### config.mk
export PLATFORM = sky130hd
export DESIGN_NAME = sequence_reorder_buffer
export DESIGN_NICKNAME = d
export VERILOG_FILES = /design/src/sv/srb_pkg.sv /design/src/sv/sequence_reorder_buffer.sv /design/src/sv/srb_ram.sv
export SDC_FILE = /design/constraint.sdc
export NUM_CORES = 2
export LEC_CHECK = 0
export BUFFER_PORTS_ARGS = -buffer_cell sky130_fd_sc_hd__buf_2
export CORE_ASPECT_RATIO = 0.8
export CORE_MARGIN = 4
export CORE_UTILIZATION = 45
export CTS_CLUSTER_DIAMETER = 80
export DETAILED_ROUTE_END_ITERATION = 10
export HOLD_SLACK_MARGIN = 0.08
export SETUP_SLACK_MARGIN = 0.05
export SLEW_MARGIN = 20
export SYNTH_ARGS = -nofsm -noshare
export SYNTH_HDL_FRONTEND = slang
export SYNTH_SLANG_ARGS = --single-unit
### constraint.sdc
create_clock -name clk -period 35.8 [get_ports clk]
set_clock_uncertainty 0.2 [all_clocks]
set_input_delay 7.16 -clock clk [delete_from_list [all_inputs] [get_ports clk]]
set_output_delay 7.16 -clock clk [all_outputs]
set_load 0.05 [all_outputs]
### src/sv/srb_pkg.sv
// Shared constants and types for the sequence reorder buffer.
`default_nettype none

package srb_pkg;

  localparam int WINDOW_DEF = 32;
  localparam int SEQ_W      = 30;
  localparam int RAW_W      = 32;
  localparam int TAG_W      = 32;
  localparam int STATUS_W   = 4;

  typedef enum logic [STATUS_W-1:0] {
    ST_DELIVERED     = 4'd0,
    ST_PARKED        = 4'd1,
    ST_RESEND_PARKED = 4'd2,
    ST_BAD_PARITY    = 4'd3,
    ST_AHEAD_LOCAL   = 4'd4,
    ST_STALE         = 4'd5,
    ST_MIXED         = 4'd6,
    ST_OVERFLOW      = 4'd7,
    ST_NO_MESSAGE    = 4'd8
  } status_t;

  // One window slot as held in memory.
  typedef struct packed {
    logic             valid;
    logic             payload;
    logic [TAG_W-1:0] tag;
  } slot_t;

  localparam int SLOT_W = $bits(slot_t);

endpackage

`default_nettype wire

### src/sv/sequence_reorder_buffer.sv
// Top level of the sequence reorder buffer: checks, window store and delivery sequencer.
//
// Receive-side reorder buffer. One transaction is processed at a time; in_stall is high
// while an item is in flight. A dropped, rejected or pass-through item is evaluated and
// then reported; a parked item first reads its window slot and then writes it only if
// the slot is empty. An in-order item with a run of parked successors first counts the
// run by reading the window memory one slot per cycle, then reads it again and delivers
// one transaction per cycle while the output is not stalled, each slot cleared as it
// leaves. The window memory has a single read port, so the run is read twice; output
// stalls hold the delivery.
// After reset a clearing pass empties every window slot before the first item
// is taken; configuration writes are taken at any time.
`default_nettype none

module sequence_reorder_buffer
  import srb_pkg::*;
#(
  parameter int WINDOW = WINDOW_DEF
) (
  input  wire logic                    clk,
  input  wire logic                    rst_n,
  // configuration
  input  wire logic                    cfg_we,
  input  wire logic                    cfg_wdata,
  // input channel
  input  wire logic                    in_valid,
  output logic                         in_stall,
  input  wire logic signed [RAW_W-1:0] in_raw_in_seq,
  input  wire logic signed [RAW_W-1:0] in_raw_out_seq,
  input  wire logic        [TAG_W-1:0] in_message_tag,
  input  wire logic                    in_message_ok,
  input  wire logic                    in_is_resend_request,
  input  wire logic        [SEQ_W-1:0] in_local_out_seq,
  // result channel
  output logic                         out_valid,
  input  wire logic                    out_stall,
  output logic          [STATUS_W-1:0] out_status,
  output logic             [TAG_W-1:0] out_tag,
  output logic                         out_has_payload,
  output logic             [SEQ_W-1:0] out_seq,
  output logic             [SEQ_W-1:0] out_expected_after,
  output logic                         out_last
);

  localparam int AW = $clog2(WINDOW);
  localparam int CW = $clog2(WINDOW + 1);
  localparam int SW = CW + 1;

  typedef enum logic [2:0] {
    S_CLR, S_IDLE, S_EVAL, S_PARK, S_OUT, S_SCAN, S_HEAD, S_DRAIN
  } state_t;

  typedef enum logic [1:0] {K_REPORT, K_PARK, K_INORDER} kind_t;

  // Physical slot of window distance d, given the head slot.
  function automatic logic [AW-1:0] phys(input logic [AW-1:0] head, input logic [CW-1:0] d);
    logic [SW-1:0] s;
    s = SW'(head) + SW'(d);
    if (s >= SW'(WINDOW)) begin
      s = s - SW'(WINDOW);
    end
    return s[AW-1:0];
  endfunction

  state_t            state_r;
  logic              admin_r;
  logic [SEQ_W-1:0]  expected_r;
  logic [AW-1:0]     head_r;
  logic [CW-1:0]     d_r;
  logic [CW-1:0]     n_r;
  logic [SEQ_W-1:0]  exp_after_r;
  logic [AW-1:0]     park_addr_r;

  // captured transaction
  logic [RAW_W-1:0]  rin_r;
  logic [RAW_W-1:0]  rout_r;
  logic [TAG_W-1:0]  tag_in_r;
  logic              ok_r;
  logic              resend_r;
  logic [SEQ_W-1:0]  local_r;

  // single-result holding registers
  status_t           res_status_r;
  logic [TAG_W-1:0]  res_tag_r;
  logic              res_pay_r;
  logic [SEQ_W-1:0]  res_seq_r;

  // output register
  logic              out_valid_r;
  status_t           out_status_r;
  logic [TAG_W-1:0]  out_tag_r;
  logic              out_pay_r;
  logic [SEQ_W-1:0]  out_seq_r;
  logic [SEQ_W-1:0]  out_exp_r;
  logic              out_last_r;

  // memory port
  logic              ram_we;
  logic [AW-1:0]     ram_waddr;
  slot_t             ram_wdata;
  logic              ram_re;
  logic [AW-1:0]     ram_raddr;
  slot_t             rd;

  srb_ram #(
    .WIDTH(SLOT_W),
    .DEPTH(WINDOW)
  ) u_ram (
    .clk  (clk),
    .we   (ram_we),
    .waddr(ram_waddr),
    .wdata(ram_wdata),
    .re   (ram_re),
    .raddr(ram_raddr),
    .rdata(rd)
  );

  // ---------------- evaluation of the captured item ----------------
  logic              in_neg, out_neg, par_bad;
  logic [SEQ_W-1:0]  in_seq_w, out_seq_w, gap;
  kind_t             ev_kind;
  status_t           ev_status;
  logic              ev_pay;
  logic [SEQ_W-1:0]  ev_seq;
  logic [AW-1:0]     ev_park_addr;

  always_comb begin
    in_neg    = rin_r[RAW_W-1];
    out_neg   = rout_r[RAW_W-1];
    in_seq_w  = rin_r[SEQ_W:1];
    out_seq_w = rout_r[SEQ_W:1];
    par_bad   = (rout_r[0] == admin_r) || (rin_r[0] != admin_r);
    gap       = out_seq_w - expected_r;
    ev_park_addr = phys(head_r, CW'(gap[AW-1:0]));
    ev_kind   = K_REPORT;
    ev_pay    = 1'b1;
    ev_seq    = '0;
    priority if (!ok_r) begin
      ev_status = ST_NO_MESSAGE;
      ev_pay    = 1'b0;
    end else if (in_neg && out_neg) begin
      ev_status = ST_DELIVERED;
    end else if (in_neg || out_neg) begin
      ev_status = ST_MIXED;
    end else if (par_bad) begin
      ev_status = ST_BAD_PARITY;
    end else if (in_seq_w > local_r) begin
      ev_status = ST_AHEAD_LOCAL;
    end else if (out_seq_w < expected_r) begin
      ev_status = ST_STALE;
      ev_seq    = out_seq_w;
    end else if (out_seq_w != expected_r) begin
      ev_seq = out_seq_w;
      if (gap >= SEQ_W'(WINDOW)) begin
        ev_status = ST_OVERFLOW;
      end else begin
        ev_kind   = K_PARK;
        ev_status = resend_r ? ST_RESEND_PARKED : ST_PARKED;
        ev_pay    = !resend_r;
      end
    end else begin
      ev_kind   = K_INORDER;
      ev_status = ST_DELIVERED;
    end
  end

  // ---------------- sequencer control ----------------
  logic          can_load;
  logic          out_load;
  logic          drain_last;
  logic [CW-1:0] d_inc;

  assign can_load   = !out_valid_r || !out_stall;
  assign out_load   = can_load &&
                      (state_r == S_OUT || state_r == S_HEAD || state_r == S_DRAIN);
  assign d_inc      = d_r + CW'(1);
  assign drain_last = (d_inc == n_r);
  assign in_stall   = (state_r != S_IDLE);

  always_comb begin
    ram_we    = 1'b0;
    ram_waddr = phys(head_r, d_r);
    ram_wdata = '0;
    ram_re    = 1'b0;
    ram_raddr = phys(head_r, d_inc);
    unique case (state_r)
      S_CLR: begin
        ram_we    = 1'b1;
        ram_waddr = d_r[AW-1:0];
      end
      S_EVAL: begin
        if (ev_kind == K_PARK) begin
          ram_re    = 1'b1;
          ram_raddr = ev_park_addr;
        end else if (ev_kind == K_INORDER) begin
          ram_re    = 1'b1;
          ram_raddr = phys(head_r, CW'(1));
        end
      end
      S_PARK: begin
        // a slot already taken keeps its first entry
        ram_we    = !rd.valid;
        ram_waddr = park_addr_r;
        ram_wdata = '{valid: 1'b1, payload: !resend_r, tag: tag_in_r};
      end
      S_SCAN: begin
        ram_re = rd.valid && (d_inc < CW'(WINDOW));
      end
      S_HEAD: begin
        ram_re    = can_load && (n_r != CW'(1));
        ram_raddr = phys(head_r, CW'(1));
      end
      S_DRAIN: begin
        ram_we = can_load;
        ram_re = can_load && !drain_last;
      end
      default: begin
      end
    endcase
  end

  always_ff @(posedge clk) begin
    if (!rst_n) begin
      state_r     <= S_CLR;
      admin_r     <= 1'b0;
      expected_r  <= '0;
      head_r      <= '0;
      d_r         <= '0;
      out_valid_r <= 1'b0;
    end else begin
      if (cfg_we) begin
        admin_r <= cfg_wdata;
      end
      if (out_load) begin
        out_valid_r <= 1'b1;
      end else if (!out_stall) begin
        out_valid_r <= 1'b0;
      end
      unique case (state_r)
        S_CLR: begin
          d_r <= d_inc;
          if (d_r == CW'(WINDOW - 1)) begin
            state_r <= S_IDLE;
          end
        end
        S_IDLE: begin
          if (in_valid) begin
            rin_r    <= in_raw_in_seq;
            rout_r   <= in_raw_out_seq;
            tag_in_r <= in_message_tag;
            ok_r     <= in_message_ok;
            resend_r <= in_is_resend_request;
            local_r  <= in_local_out_seq;
            state_r  <= S_EVAL;
          end
        end
        S_EVAL: begin
          res_status_r <= ev_status;
          res_tag_r    <= tag_in_r;
          res_pay_r    <= ev_pay;
          res_seq_r    <= ev_seq;
          park_addr_r  <= ev_park_addr;
          d_r          <= CW'(1);
          unique case (ev_kind)
            K_PARK:    state_r <= S_PARK;
            K_INORDER: state_r <= S_SCAN;
            default:   state_r <= S_OUT;
          endcase
        end
        S_PARK: begin
          state_r <= S_OUT;
        end
        S_OUT: begin
          if (can_load) begin
            out_status_r <= res_status_r;
            out_tag_r    <= res_tag_r;
            out_pay_r    <= res_pay_r;
            out_seq_r    <= res_seq_r;
            out_exp_r    <= expected_r;
            out_last_r   <= 1'b1;
            state_r      <= S_IDLE;
          end
        end
        S_SCAN: begin
          // rd holds slot d_r; stop at the first empty slot or the window end
          if (rd.valid && (d_inc < CW'(WINDOW))) begin
            d_r <= d_inc;
          end else begin
            n_r         <= rd.valid ? CW'(WINDOW) : d_r;
            exp_after_r <= expected_r + SEQ_W'(rd.valid ? CW'(WINDOW) : d_r);
            state_r     <= S_HEAD;
          end
        end
        S_HEAD: begin
          if (can_load) begin
            out_status_r <= ST_DELIVERED;
            out_tag_r    <= tag_in_r;
            out_pay_r    <= 1'b1;
            out_seq_r    <= expected_r;
            out_exp_r    <= exp_after_r;
            out_last_r   <= (n_r == CW'(1));
            d_r          <= CW'(1);
            if (n_r == CW'(1)) begin
              expected_r <= exp_after_r;
              head_r     <= phys(head_r, n_r);
              state_r    <= S_IDLE;
            end else begin
              state_r    <= S_DRAIN;
            end
          end
        end
        S_DRAIN: begin
          if (can_load) begin
            out_status_r <= ST_DELIVERED;
            out_tag_r    <= rd.tag;
            out_pay_r    <= rd.payload;
            out_seq_r    <= expected_r + SEQ_W'(d_r);
            out_exp_r    <= exp_after_r;
            out_last_r   <= drain_last;
            d_r          <= d_inc;
            if (drain_last) begin
              expected_r <= exp_after_r;
              head_r     <= phys(head_r, n_r);
              state_r    <= S_IDLE;
            end
          end
        end
        default: begin
          state_r <= S_IDLE;
        end
      endcase
    end
  end

  assign out_valid          = out_valid_r;
  assign out_status         = out_status_r;
  assign out_tag            = out_tag_r;
  assign out_has_payload    = out_pay_r;
  assign out_seq            = out_seq_r;
  assign out_expected_after = out_exp_r;
  assign out_last           = out_last_r;

  // ---------------- assertions ----------------
  a_drain_valid: assert property (@(posedge clk) disable iff (!rst_n)
    state_r == S_DRAIN |-> rd.valid)
    else $error("drain reached an empty slot");

  a_drain_bound: assert property (@(posedge clk) disable iff (!rst_n)
    state_r == S_DRAIN |-> (d_r < n_r) && (d_r != '0))
    else $error("drain index out of run");

  a_park_empty: assert property (@(posedge clk) disable iff (!rst_n)
    (ram_we && state_r == S_PARK) |-> !rd.valid)
    else $error("park overwrote an occupied slot");

  a_expected_adv: assert property (@(posedge clk) disable iff (!rst_n)
    (state_r == S_DRAIN && can_load && drain_last) |=> expected_r == $past(exp_after_r))
    else $error("expected number not advanced after run");

  a_no_load_idle: assert property (@(posedge clk) disable iff (!rst_n)
    (state_r == S_IDLE || state_r == S_CLR) |=> !$rose(out_valid_r))
    else $error("result produced without an item in flight");

endmodule

`default_nettype wire

### src/sv/srb_ram.sv
// Generic single-port-write, single-port-read RAM with registered read data.
`default_nettype none

module srb_ram #(
  parameter int WIDTH = 8,
  parameter int DEPTH = 32
) (
  input  wire logic                     clk,
  input  wire logic                     we,
  input  wire logic [$clog2(DEPTH)-1:0] waddr,
  input  wire logic [WIDTH-1:0]         wdata,
  input  wire logic                     re,
  input  wire logic [$clog2(DEPTH)-1:0] raddr,
  output logic      [WIDTH-1:0]         rdata
);

  logic [WIDTH-1:0] mem [DEPTH];

  always_ff @(posedge clk) begin
    if (we) begin
      mem[waddr] <= wdata;
    end
    if (re) begin
      rdata <= mem[raddr];
    end
  end

endmodule

`default_nettype wire
==> results list <==
- Run status: finished clean
* Avg Inst Size Synth: 12.6 sq um
* DP Area: 0.0668 sq mm
* Synth area leaders: sky130_fd_sc_hd__edfxtp_1 69%, sky130_fd_sc_hd__nand2_1 7.9%, sky130_fd_sc_hd__a311oi_1 2.8%
- Sequential-to-total area share from yosys stat: 0.703
* Crit start category: register
- TritonCTS built the clock tree.
* Psw: 0.884 mW
- Setup violations remaining at the end of the flow were counted as 0.
* Clock latency of the later-clocked register in the worst-skew pair: 0.81 ns
- Mapped Cells: 5028
- In this run the critical register-to-register path is captured at u_ram.rdata[19]$_DFFE_PP_.
- For the pin with the worst max-slew slack, the measured transition is 1.32 ns.
* Arrival time of data at the critical path endpoint: 2.59 ns
- Number of synthesized register bits: 1502
- Layout cell share with drive strength beyond 1: 0.118
* Pin count of the biggest net entering global routing: 167
- DRC Markers: 0
* Number of iterations in the first detailed-routing pass: 5
* Proportion of power drawn by the clock network: 0.416
- MaxCap Viol Count: 0
- In this run the cell area of the synthesized design comes to 0.0635 sq mm.
- Class of the most critical hold timing path: reg -> reg
* Launch point of the critical path: state_r[1]$_SDFFE_PN0P_
- The die covers 0.147 sq mm.
* Clk sinks: 1502
- At the placement stage, the worst setup path has a slack of 25.39 ns.
- The count of cells in the finished layout, fillers not included, comes to 7185.
- IR analysis of the VDD net gives a maximum drop of 0.0000443 V.
- Drt total wl: 179000 um
- Critical path endpoint: in_stall
* Fraction of power consumed by combinational cells: 0.072
- Maximum root-to-sink buffer count: 3
* Setup repair after global routing missed its margin: false
* Leakage power of the design: 25.6 nW
* GRT overflow: 0
- Buffers inserted during clock tree synthesis total 148.
* Post-route cell area: 0.0718 sq mm
* Root Driver: sky130_fd_sc_hd__clkbuf_16
- The final number of hold-violating endpoints came to 0.
- Static timing analysis puts the maximum clock frequency at 100 MHz.
- Counting flops with an async set or reset pin after synthesis yields a share of 0.
- Critical path type: reg -> out
* Post-route clock period utilization: 0.278
- Measured on the finished design, the core utilization comes to 0.512.
* Vias: 41400
- In this run, placement finished with an instance count of 6904.
- Number of filler instances in the final layout: 12000
- In this run the count of I/O pins placed on the die edge is 234.
* Most used DFF post-synth: sky130_fd_sc_hd__edfxtp_1
- The startpoint identified for the worst register-to-register timing path is expected_r[22]$_SDFFE_PN0P_.
* Top-area cell type share of the netlist area: 0.688
* Total number of yosys warnings: 0
* Register-to-register setup slack: 25.96 ns
- In this run, post-CTS repair resized a total of 0 instances.
* Global-route wire length before repair: 261000 um
- For this run, the total global-route usage over all layers was measured as 0.237.
- In this run the standard cell core region covers 0.140 sq mm.
- The synthesized netlist contains 90 unique library cells.
- The smallest clock period supported by the final layout is computed as 9.95 ns.
* Switching portion of total power: 0.235
* Total power per unit cell area: 52.3 mW/mm^2
* Cell internal pwr: 2.87 mW
- Number of nets produced by synthesis: 5261
* Area leader, netlist: sky130_fd_sc_hd__edfxtp_1
- Post-Route Setup TNS: 0 ns
- Worst Setup Slack, final: 25.85 ns
* Routed Antenna Nets: 0
* Number of antenna violations at the first check in global routing: 11
- Cell depth of the worst flop-to-flop path: 22
- Vias in the first global route: 38300
- Max FO, Critical Path: 20
- Buffers inserted to repair hold after CTS numbered 0.
- Wire length per cell: 24.9 um
- The floorplan step set the die width to 428 um.
* DIE HEIGHT: 344 um
* Flop pwr share: 0.511
- Std cell rows: 123
* Number of vias per cell after detailed routing: 5.77
- In this run the most critical hold path is launched from tag_in_r[12]$_DFFE_PP_.
* Initial cell density of the core: 0.452
- Post-CTS Setup Repair Bufs: 0
- Measured against its own limit, the worst slew margin works out to 0.116.
* Deepest level of the CTS H-tree: 4
* Number of enable flip-flop cells after synthesis: 1456
* Gpl congestion: 0.943
- The max-slew violation count is 0.
- Violation count after the first detailed-routing iteration: 5076
* Buffers on Ports: 233
- The final layout contains 5417 nets.
- Worst-path clk slew: 0.06 ns
- Sort of element at the end of the critical path: primary output
* Half-perimeter wire length after detailed placement: 114000 um
- From synthesis to final layout, the design area changed by 13.0%.
- For the worst setup path, the data required time is 28.44 ns.
[worst min-delay path by stage]
stage	endpoint	slack [ns]	cells after the start
2_1_floorplan	expected_r[13]$_SDFFE_PN0P_	0.24	2
3_3_place_gp	expected_r[13]$_SDFFE_PN0P_	0.24	2
3_5_place_dp	expected_r[13]$_SDFFE_PN0P_	0.25	2
4_1_cts	expected_r[13]$_SDFFE_PN0P_	0.26	2
5_1_grt	res_tag_r[4]$_DFFE_PP_	0.27	0
6_report	res_tag_r[12]$_DFFE_PP_	0.25	0
[synthesized netlist by cell type, types with 6 or more instances]
cell type                   number
sky130_fd_sc_hd__fa_1            7
sky130_fd_sc_hd__nor2_1        118
sky130_fd_sc_hd__or3_1          13
sky130_fd_sc_hd__a211oi_1       45
sky130_fd_sc_hd__and3_1        178
sky130_fd_sc_hd__o22ai_1         7
sky130_fd_sc_hd__buf_2         101
sky130_fd_sc_hd__a311oi_1      205
sky130_fd_sc_hd__clkbuf_1      180
sky130_fd_sc_hd__nand2b_1       13
sky130_fd_sc_hd__o211ai_1       10
sky130_fd_sc_hd__o22a_1          6
sky130_fd_sc_hd__a21oi_1       137
sky130_fd_sc_hd__inv_1         103
sky130_fd_sc_hd__nor3_1         27
sky130_fd_sc_hd__o2111ai_1       6
sky130_fd_sc_hd__o21ai_1         8
sky130_fd_sc_hd__edfxtp_1     1456
sky130_fd_sc_hd__buf_1          15
sky130_fd_sc_hd__mux2i_1        38
sky130_fd_sc_hd__o21bai_1        6
sky130_fd_sc_hd__a31oi_1        76
sky130_fd_sc_hd__o21ai_0       133
sky130_fd_sc_hd__nor2b_1        10
sky130_fd_sc_hd__ha_1           92
sky130_fd_sc_hd__nand3_1       302
sky130_fd_sc_hd__xnor2_1        78
sky130_fd_sc_hd__buf_4          17
sky130_fd_sc_hd__and2_1         40
sky130_fd_sc_hd__nand2_1      1336
sky130_fd_sc_hd__xor2_1         16
sky130_fd_sc_hd__o21a_1          7
sky130_fd_sc_hd__dfxtp_1        46
sky130_fd_sc_hd__nand4_1        28
sky130_fd_sc_hd__a21o_1         54
sky130_fd_sc_hd__nor4_1         11
[layout by cell type, fill, tap and decap left out, drive strengths merged, types with 8 or more instances in the layout]
cell type / instances
or3: 13
clkinv: 68
ha: 92
mux2i: 38
and2: 42
nor3: 29
nand2: 1337
nor2: 119
nor4: 11
diode: 8
edfxtp: 1456
nor2b: 10
nand3: 303
nand2b: 14
xnor2: 78
inv: 109
and3: 178
xor2: 16
a311oi: 206
dfxtp: 46
o21ai: 143
o211ai: 10
bufinv: 14
a21oi: 140
a211oi: 46
a21o: 54
a31oi: 77
clkbuf: 184
buf: 323
nand4: 28
[per-stage QoR]
stage          hold WS, ns  power (mW)
3_5_place_dp         0.251        2.23
5_1_grt              0.275        3.88
3_3_place_gp         0.243        2.23
4_1_cts              0.260        3.78
2_1_floorplan        0.236        2.13
6_report             0.255        3.76
[cell families after synthesis]
group | share of synthesized area
compound gates | 0.0833
xor+xnor | 0.0130
fa+ha+maj | 0.0203
buf+inv | 0.0286
flops | 0.703
mux | 0.00634
simple gates | 0.145
[area by class of cell]
type                            count  area, sq um  share of cell area
Tap cell                         1875         2350              0.0327
Inverter                          109          409             0.00570
Antenna cell                        8         20.0            0.000279
Multi-Input combinational cell   3100        17400               0.243
Timing Repair Buffer              323         2110              0.0294
Clock buffer                      184         3840              0.0535
Clock inverter                     84          997              0.0139
Sequential cell                  1502        44600               0.622
[flip-flops by register name (all words and copies together) (netlist names), 30 cells and up]
name,cells
exp_after_r,30
expected_r,30
local_r,30
out_expected_after,30
out_seq,30
out_tag,32
res_seq_r,30
res_tag_r,32
rin_r,32
rout_r,32
tag_in_r,32
u_ram.mem,1088
u_ram.rdata,34
[per-layer routing]
metal  GRT usage  routed length, um  vias to the layer above
met3      0.0442              15000                      231
li1            -                  -                    18800
met5           0                 49                        -
met1       0.366              81500                    20700
met4      0.0670               4360                        8
met2       0.341              78000                     1688
[power by group through the flow]
| stage | sequential (mW) | clock [mW] | combinational [mW] |
|---|---|---|---|
| floorplan | 1.96 | 0 | 0.172 |
| global placement | 1.96 | 0 | 0.273 |
| CTS | 1.92 | 1.59 | 0.274 |
| finish | 1.92 | 1.56 | 0.272 |
| detailed placement | 1.96 | 0 | 0.273 |
| global route | 1.92 | 1.67 | 0.294 |
[worst max-delay path, cell delays in order (launching register included)]
cell and delay [ns]:
sky130_fd_sc_hd__dfxtp_1 0.89, sky130_fd_sc_hd__nand2b_1 0.41, sky130_fd_sc_hd__nand2b_1 0.21, sky130_fd_sc_hd__buf_2 0.28
Note: power is estimated with default switching activity, not from simulation.
